File: src/rtl/core/mrf_pkg.sv
package mrf_pkg;

  localparam int DATA_W  = 32;
  localparam int DIM_W   = 7;
  localparam int OP_W    = 2;
  localparam int CFG_IDX_W = 1;

  typedef enum logic [OP_W-1:0] {
    OP_LOAD   = 2'd0,
    OP_ROTATE = 2'd1,
    OP_FLIP   = 2'd2,
    OP_READ   = 2'd3
  } op_t;

  localparam logic [CFG_IDX_W-1:0] CFG_ROWS = 1'b0;
  localparam logic [CFG_IDX_W-1:0] CFG_COLS = 1'b1;

  // orientation masks
  localparam logic [2:0] ORI_SWAP = 3'b001;
  localparam logic [2:0] ORI_MROW = 3'b010;
  localparam logic [2:0] ORI_MCOL = 3'b100;

  typedef enum logic [2:0] {
    S_IDLE,
    S_PREP,
    S_DIV,
    S_CALC,
    S_FETCH,
    S_RESP
  } state_t;

  typedef struct packed {
    logic take;
    logic prep;
    logic div_run;
    logic calc;
    logic fetch;
    logic out_load;
  } dp_cmd_t;

  typedef struct packed {
    logic need_div;
    logic div_last;
  } dp_stat_t;

endpackage

File: src/rtl/core/mrf_ctrl.sv
module mrf_ctrl (
  input  logic                         clk,
  input  logic                         rst_n,
  input  logic                         in_valid,
  input  logic [mrf_pkg::OP_W-1:0]     in_opcode,
  output logic                         in_ready,
  output logic                         out_valid,
  input  logic                         out_ready,
  input  mrf_pkg::dp_stat_t            stat,
  output mrf_pkg::dp_cmd_t             cmd
);
  import mrf_pkg::*;

  state_t state_r, state_nxt;
  logic   out_valid_r;
  logic   out_free;

  assign out_free  = !out_valid_r || out_ready;
  assign in_ready  = (state_r == S_IDLE);
  assign out_valid = out_valid_r;

  always_comb begin
    state_nxt = state_r;
    case (state_r)
      S_IDLE: begin
        if (in_valid && (in_opcode == OP_READ)) state_nxt = S_PREP;
      end
      S_PREP:  state_nxt = stat.need_div ? S_DIV : S_CALC;
      S_DIV: begin
        if (stat.div_last) state_nxt = S_CALC;
      end
      S_CALC:  state_nxt = S_FETCH;
      S_FETCH: state_nxt = S_RESP;
      S_RESP: begin
        if (out_free) state_nxt = S_IDLE;
      end
      default: state_nxt = S_IDLE;
    endcase
  end

  always_comb begin
    cmd = '0;
    case (state_r)
      S_IDLE:  cmd.take     = in_valid;
      S_PREP:  cmd.prep     = 1'b1;
      S_DIV:   cmd.div_run  = 1'b1;
      S_CALC:  cmd.calc     = 1'b1;
      S_FETCH: cmd.fetch    = 1'b1;
      S_RESP:  cmd.out_load = out_free;
      default: cmd = '0;
    endcase
  end

  always_ff @(posedge clk) begin
    if (!rst_n) begin
      state_r     <= S_IDLE;
      out_valid_r <= 1'b0;
    end else begin
      state_r <= state_nxt;
      if (cmd.out_load) out_valid_r <= 1'b1;
      else if (out_ready) out_valid_r <= 1'b0;
    end
  end

  a_div_entry: assert property (@(posedge clk) disable iff (!rst_n)
    (state_r == S_DIV) |-> ($past(state_r) == S_PREP || $past(state_r) == S_DIV))
    else $error("divider entered from wrong state");

  a_div_exit: assert property (@(posedge clk) disable iff (!rst_n)
    (state_r == S_DIV && stat.div_last) |=> (state_r == S_CALC))
    else $error("divider did not hand off to address calc");

endmodule

File: config.mk
export PLATFORM = sky130hd
export DESIGN_NAME = mrf_ctrl
export DESIGN_NICKNAME = d
export VERILOG_FILES = /design/src/rtl/core/mrf_pkg.sv /design/src/rtl/core/mrf_ctrl.sv
export SDC_FILE = /design/constraint.sdc
export NUM_CORES = 1
export LEC_CHECK = 0
export BUFFER_PORTS_ARGS = -buffer_cell sky130_fd_sc_hd__buf_4
export CORE_AREA = 2 2 39 41
export CTS_BUF_LIST = sky130_fd_sc_hd__clkbuf_8
export DETAILED_ROUTE_END_ITERATION = 10
export DIE_AREA = 0 0 41 43
export HOLD_SLACK_MARGIN = 0.05
export PLACE_DENSITY_LB_ADDON = 0.12
export SYNTH_ARGS = -nofsm -noshare
export SYNTH_HDL_FRONTEND = slang
export SYNTH_SLANG_ARGS = --single-unit
File: constraint.sdc
create_clock -name clk -period 2.09 [get_ports clk]
set_input_delay 0 -clock clk [delete_from_list [all_inputs] [get_ports clk]]
set_output_delay 0 -clock clk [all_outputs]
set_load 0.03 [all_outputs]
# Yosys cells after proc, flatten, opt, wreduce, memory -nomap -nowiden
# Index checks and enable logic that the tools add are counted.
[word_totals] ff_bits=4 in_bits=8 output_inout_bits=8 word_cells=30
[classes] n_eq_ne=9 reduce_logical=6 n_mux=13
[op_table] cell="$pmux 3 s6" count=1
[op_table] cell="$mux 1" count=9
[op_table] cell="$mux 3" count=3
[op_table] cell="$eq 3x2->1 const B" count=2
[op_table] cell="$eq 3x3->1 const B" count=2
[op_table] cell="$ne 2x2->1 const B" count=2
[op_table] cell="$eq 3x1->1 const B" count=1
[op_table] cell="$logic_not 3->1" count=1
[op_table] cell="$reduce_and 3->1" count=1
[op_table] cell="$eq 2x2->1 const B" count=1
[op_table] cell="$ne 2x1->1 const B" count=1
[op_table] cell="$reduce_bool 2->1" count=1
[op_table] cell="$logic_and 1x1->1" count=1
[op_table] cell="$logic_not 1->1" count=1
[op_table] cell="$logic_or 1x1->1" count=1

# Logic depth before layout (Yosys ltp)
# Gate-level depths: netlist (run 1).
[logic_depth] depth_word=4 depth_mapped=4 depth_no_buf=3

# Worst setup path after synthesis (run 1)
# No wires, ideal clock.
[synth_timing] path_type="reg2out" startpoint="reg state_r[2]" endpoint="out cmd[5] in the netlist's numbering" n_path_buf=1 t_arrival_ns=1.294 t_required_ns=2.090 setup_slack_ns=0.796 stages_incl_launch_ff=4 path_cell_list="dfxtp_1 > buf_2 > nor3_2 > and2_1"
[synth_lines] item="start, declared" line_no="mrf_ctrl.sv:14" text="state_t state_r, state_nxt;"
[synth_lines] item="start signal, assigned" line_no="mrf_ctrl.sv:59" text="state_r <= state_nxt;"
[synth_lines] item="end, declared" line_no="mrf_ctrl.sv:10" text="output mrf_pkg::dp_cmd_t cmd"

# Worst setup path after layout (run 1)
[layout_timing] startpoint="reg state_r[1]" endpoint="reg state_r[0]"
[layout_via] elab_chain_cells=3 elab_cells_between_ends=11 classes_between="eq/ne (8); mux (1); reduce/logical (2)"
[layout_rtl] item="$eq 3x3->1 (tied with other cells)" line_no="mrf_ctrl.sv:24" text="case (state_r)"
[layout_rtl] item="$ne 2x2->1 (no line) / $ne 2x1->1 (equally long branches)"
[layout_rtl] item="$reduce_and 3->1 (no line)"
# Several ways; a longest one is shown, not always the timed one.
# A chain may end at the register's enable or synchronous reset.

==> results.json, run 1 <==
{
  "synth_top_area_frac": 0.291,
  "fin_setup_tns_ns": 0,
  "final_common_cell": "buf_4",
  "drc": 0,
  "cp-end-kind": "flip-flop",
  "grt_use_total": 0.0923,
  "synth.avg_cell_area_um2": 9.18,
  "powerDensity_nw_per_um2": 813,
  "io_pins": 16,
  "yosys.area.top_type": "dfxtp_1",
  "grt_util_met1": 0.0994,
  "ys_warn_count": 0,
  "use_met3": 0.0366,
  "synth_fp_nets": 38,
  "slew_headroom": 0.782,
  "chipHeight_um": 43,
  "max_freq_ghz": 0.860,
  "worstSkewPairLatency_ns": 0.21,
  "nets": 55,
  "cts_setup_buffers": 0,
  "cts_tree": "yes",
  "cts_buffers": 3,
  "grt_pass1_wl_um": 1040,
  "setup_viol": 0,
  "status": "finished, final reports clean",
  "drv_cap": 0,
  "cts_buffer_depth": 2,
  "gp_congestion": 0.678,
  "start_kind": "flip-flop",
  "cts_root_buf": "clkbuf_8",
  "antenna_found_initial": 0,
  "area_delta_synth_final_pct": 55.5,
  "worst_pin_slew_ns": 0.326,
  "synth_cell_types": 21,
  "clk_pin_slew_ns": 0.03,
  "ir_drop_v": 0.000214,
  "drt.antenna.violating_nets": 0,
  "ys_top_cells_by_area": "dfxtp_1 (29%), nand4b_4 (8.6%), a31oi_4 (7.7%), and2_1 (4.5%), buf_6 (4.1%)",
  "synth_simple_gate_area_frac": 0.414,
  "num_vias": 247,
  "final_layout_size_suffix_gt1_frac": 0.511,
  "grt_max_degree": 11,
  "cp_max_fo": 10,
  "slew_viol_final": 0,
  "first_pass_iters": 1,
  "cts_htree_levels": 1,
  "grt_pass1_vias": 265,
  "die_area_um2": 1760,
  "worstPathRequired_ns": 2.19,
  "die_w_um": 41,
  "ys_seq_area_frac": 0.291,
  "ys_ff_latch": 4,
  "drt_iter0_drc": 0,
  "io_buffers": 15,
  "synthAdderAreaFrac": 0,
  "muxShareOfSynthArea": 0,
  "cts_resized": 0,
  "grt_overflow": 0,
  "leakagePower_nw": 0.190,
  "crit_type": "flip-flop to flip-flop",
  "busiest_layer": "met2",
  "synthCells": 30,
  "routed_wl_um": 603,
  "cts_sinks": 4,
  "core_um2": 1380,
  "crit_arrival_ns": 1.26,
  "detail_route.wl_per_cell_um": 9.89,
  "skew_ns": 0.00208,
  "cts_hold_buffers": 0,
  "period_needed_ns": 1.16,
  "min_path_type": "input pin to flip-flop",
  "period_share": 0.556,
  "layout_common_cells": "buf_4 (15), dfxtp_1 (4), clkbuf_8 (3)",
  "hpwlAfterDp_um": 496,
  "synth_area_um2": 275,
  "start_util": 0.199,
  "synth_xor_area_frac": 0.0318,
  "p_total_uw": 348,
  "hold_viol": 0,
  "insertedDiodeCount": 0,
  "met2_usage": 0.122,
  "viasPerCell": 4.05,
  "synth-compound-area-share": 0.173,
  "rsz0062_at_grt": "false",
  "synth_top_family_by_area": "simple AND/OR/NAND/NOR gates",
  "core.rowCount": 14
}
[layout make-up]
class,instances,area [um2]
well taps,16,20.0
clock buffers,3,41.3
multi-input cells,22,170
fillers,161,956
inverters,1,3.75
flip-flops and latches,4,80.1
repair buffers,15,113
[synth_stat cells]
cell,number
and2_1,2
nand2b_2,1
o31a_1,1
nand4b_4,1
nor3_2,1
xnor2_1,1
nand3b_1,1
nor2b_1,1
nor2_1,2
nand2_1,2
inv_1,1
o21a_1,1
nand2b_1,1
a21oi_1,2
dfxtp_1,4
nor2_2,1
buf_2,2
a31oi_4,1
nor3_1,2
buf_6,1
nor3b_1,1
[kinds of logic after synthesis]
logic type      count (synthesis)
simple gates                   16
compound gates                  5
flops                           4
buf+inv                         4
xor+xnor                        1
[sequential cells by signal (all words and copies together) (netlist names)]
register	cells
out_valid	1
state_r	3
[worst max-delay path, cell delays in order, from the launching register on]
cell and delay (ns):
dfxtp_1 0.50, nand2b_2 0.19, a21oi_1 0.06, o31a_1 0.29
[power by group]
| part | internal (mW) | switching [mW] | leakage [nW] |
|---|---|---|---|
| sequential | 0.0821 | 0.0129 | 0.0325 |
| combinational | 0.0451 | 0.0474 | 0.136 |
| clock | 0.123 | 0.0377 | 0.0216 |
[through the flow]
step	util	hold slack, ns	area (um2)	setup slack, ns	instances
finish	0.309	0.0881	428	0.927	61
global route	0.309	0.134	428	0.841	61
CTS	0.309	0.0921	428	0.915	61
detailed placement	0.279	0.317	387	0.927	58
global placement	0.279	0.307	387	0.964	58
floorplan	-	0.191	275	0.796	30
[worst paths after layout]
kind	start	endpoint	slack [ns]	cells past startpoint
worst max-delay path	state_r[1]$_SDFFE_PN0P_	state_r[0]$_SDFFE_PN0P_	0.93	3
worst min-delay path	rst_n	out_valid$_SDFFE_PN0P_	0.09	3
worst max register to register	state_r[1]$_SDFFE_PN0P_	state_r[0]$_SDFFE_PN0P_	0.93	3
worst min register to register	out_valid$_SDFFE_PN0P_	out_valid$_SDFFE_PN0P_	0.52	2
[layer usage]
layer  wire length, um  vias up
li1                  -      130
met1               239      107
met2               317       10
met3                46        0
met4                 0        0
met5                 0        -
Note: power is estimated with default switching activity, not from simulation.
==> run 2: changes to the inputs <==
==> constraint.sdc (replaced) <==
create_clock -name clk -period 1 [get_ports clk]
set_input_delay 0 -clock clk [delete_from_list [all_inputs] [get_ports clk]]
set_output_delay 0 -clock clk [all_outputs]
set_load 0.03 [all_outputs]
==> results.json, run 2 (synthesis gave the netlist of run 1 again) <==
{
  "fillers": 143,
  "violations": "setup timing",
  "num_vias": 325,
  "slew_viol_final": 0,
  "final_cells": 75,
  "p_total_uw": 871,
  "status": "finished with violations",
  "slew_headroom": 0.867,
  "grt_overflow": 0,
  "hold_viol": 0,
  "grt_max_degree": 5,
  "antenna_found_initial": 0,
  "io_pins": 16,
  "placed_cell_area_um2": 440,
  "ir_drop_v": 0.000598,
  "layout_common_cells": "buf_4 (17), buf_6 (12), nor2_4 (3), clkbuf_8 (3), dfxtp_4 (3)",
  "die_w_um": 41,
  "cp_max_fo": 4,
  "grt_use_total": 0.135,
  "dp_worst_setup_slack_ns": -0.0292,
  "worstPathRequired_ns": 1.00,
  "design_area_um2": 637,
  "chipHeight_um": 43,
  "critical_path.slowest_cell": "dfxtp_4",
  "final_layout_size_suffix_gt1_frac": 0.797,
  "grt_pass1_wl_um": 1480,
  "start_util": 0.199,
  "gp_congestion": 0.627,
  "nets": 69,
  "r2r-end": "state_r[0]$_SDFFE_PN0P_",
  "largest-register": "state_r",
  "hpwlAfterDp_um": 568,
  "cts_root_buf": "clkbuf_8",
  "final_common_cell": "buf_4",
  "worst_pin_slew_ns": 0.199,
  "skew_ns": 0.00150,
  "leakagePower_nw": 0.289,
  "critPathMaxStageDelay_ns": 0.34,
  "viasPerCell": 4.33,
  "routed_wl_um": 907,
  "period_share": 1.14,
  "core.rowCount": 14,
  "clk_pin_slew_ns": 0.03,
  "detail_route.wl_per_cell_um": 12.1,
  "io_buffers": 15,
  "cts_buffer_depth": 2,
  "cts_sinks": 4,
  "worstReg2RegStart": "state_r[1]$_SDFFE_PN0P_",
  "hold_start": "rst_n",
  "first_pass_iters": 3,
  "crit_top_cell": "buf_6",
  "cts_buffers": 3,
  "largest_register_ffs": 3,
  "area_delta_synth_final_pct": 131,
  "r2r_cells": 4,
  "cts_tree": "yes",
  "worstSkewPairLatency_ns": 0.22,
  "cp-end-kind": "output pin",
  "drv_cap": 0,
  "setup_viol": 8,
  "insertedDiodeCount": 0,
  "drt_iter0_drc": 4,
  "start_kind": "flip-flop",
  "min_path_type": "input pin to flip-flop",
  "powerDensity_nw_per_um2": 1370,
  "utilization": 0.460,
  "crit_arrival_ns": 1.14,
  "hold_depth": 3,
  "drt.antenna.violating_nets": 0,
  "cp_cell_sequence": "buf_6, nor3_4, and2_4, buf_6",
  "cts_htree_levels": 1,
  "fin_setup_tns_ns": -0.602,
  "min_to": "out_valid$_SDFFE_PN0P_",
  "grt_pass1_vias": 360,
  "max_freq_ghz": 0.880,
  "period_needed_ns": 1.14,
  "hold_slack_ns": 0.0826,
  "die_area_um2": 1760,
  "fin_ws_ns": -0.136,
  "core_um2": 1380,
  "drc": 0,
  "crit_type": "flip-flop to output pin",
  "place_inst": 63,
  "r2r_slack_ns": -0.07,
  "rsz0062_at_grt": "true",
  "cts_hold_buffers": 0
}
-- run 2: cell count changes in the layout (fill, tap and decap cells not counted), moves of 2 or more --
cell,before,now
dfxtp_1,4,1
nor2_4,0,3
buf_6,0,12
dfxtp_4,0,3
buf_4,15,17
nor2_1,2,0
-- run 2: what timing repair did --
item	in CTS	in global routing
pin swaps	7	5
resized for setup	21	5
hold endpoints to repair	0	0
buffers inserted	11	0
setup endpoints to repair	9	10
-- run 2: cell type report --
type | count | area, um2 | share of cell area
Sequential cell | 4 | 91.3 | 0.143
Inverter | 1 | 3.75 | 0.00589
Timing Repair Buffer | 29 | 263 | 0.413
Tap cell | 16 | 20.0 | 0.0314
Multi-Input combinational cell | 22 | 218 | 0.342
Clock buffer | 3 | 41.3 | 0.0648
-- run 2: worst max-delay path by stage --
| stage | from | end | slack (ns) | depth (start not counted) |
|---|---|---|---|---|
| after global placement | state_r[2]$_SDFFE_PN0P_ | cmd[5] | 0.003 | 4 |
| after floorplan | state_r[2]$_SDFFE_PN0P_ | cmd[5] | -0.17 | 3 |
| final | state_r[1]$_SDFFE_PN0P_ | cmd[5] | -0.14 | 4 |
| after CTS | state_r[1]$_SDFFE_PN0P_ | cmd[5] | -0.15 | 4 |
| after detailed placement | state_r[2]$_SDFFE_PN0P_ | cmd[5] | -0.03 | 4 |
| after global routing | state_r[1]$_SDFFE_PN0P_ | cmd[5] | -0.18 | 4 |
-- run 2: worst max-delay path, delay by kind of cell, from the launching register on --
family,cells,cell delay (ns)
and+or+nand+nor,2,0.34
DFF,1,0.34
buffers and inverters,2,0.24
-- run 2: power breakdown --
part           switching [mW]  internal (mW)
clock                  0.0798          0.256
sequential             0.0119          0.171
combinational           0.154          0.198
total                   0.245          0.626
-- run 2: per-layer routing --
layer / global-route usage / share of wire
met1: 0.122 / 0.36
met2: 0.219 / 0.57
met5: 0 / 0
met4: 0.140 / 0.0088
met3: 0.0314 / 0.064
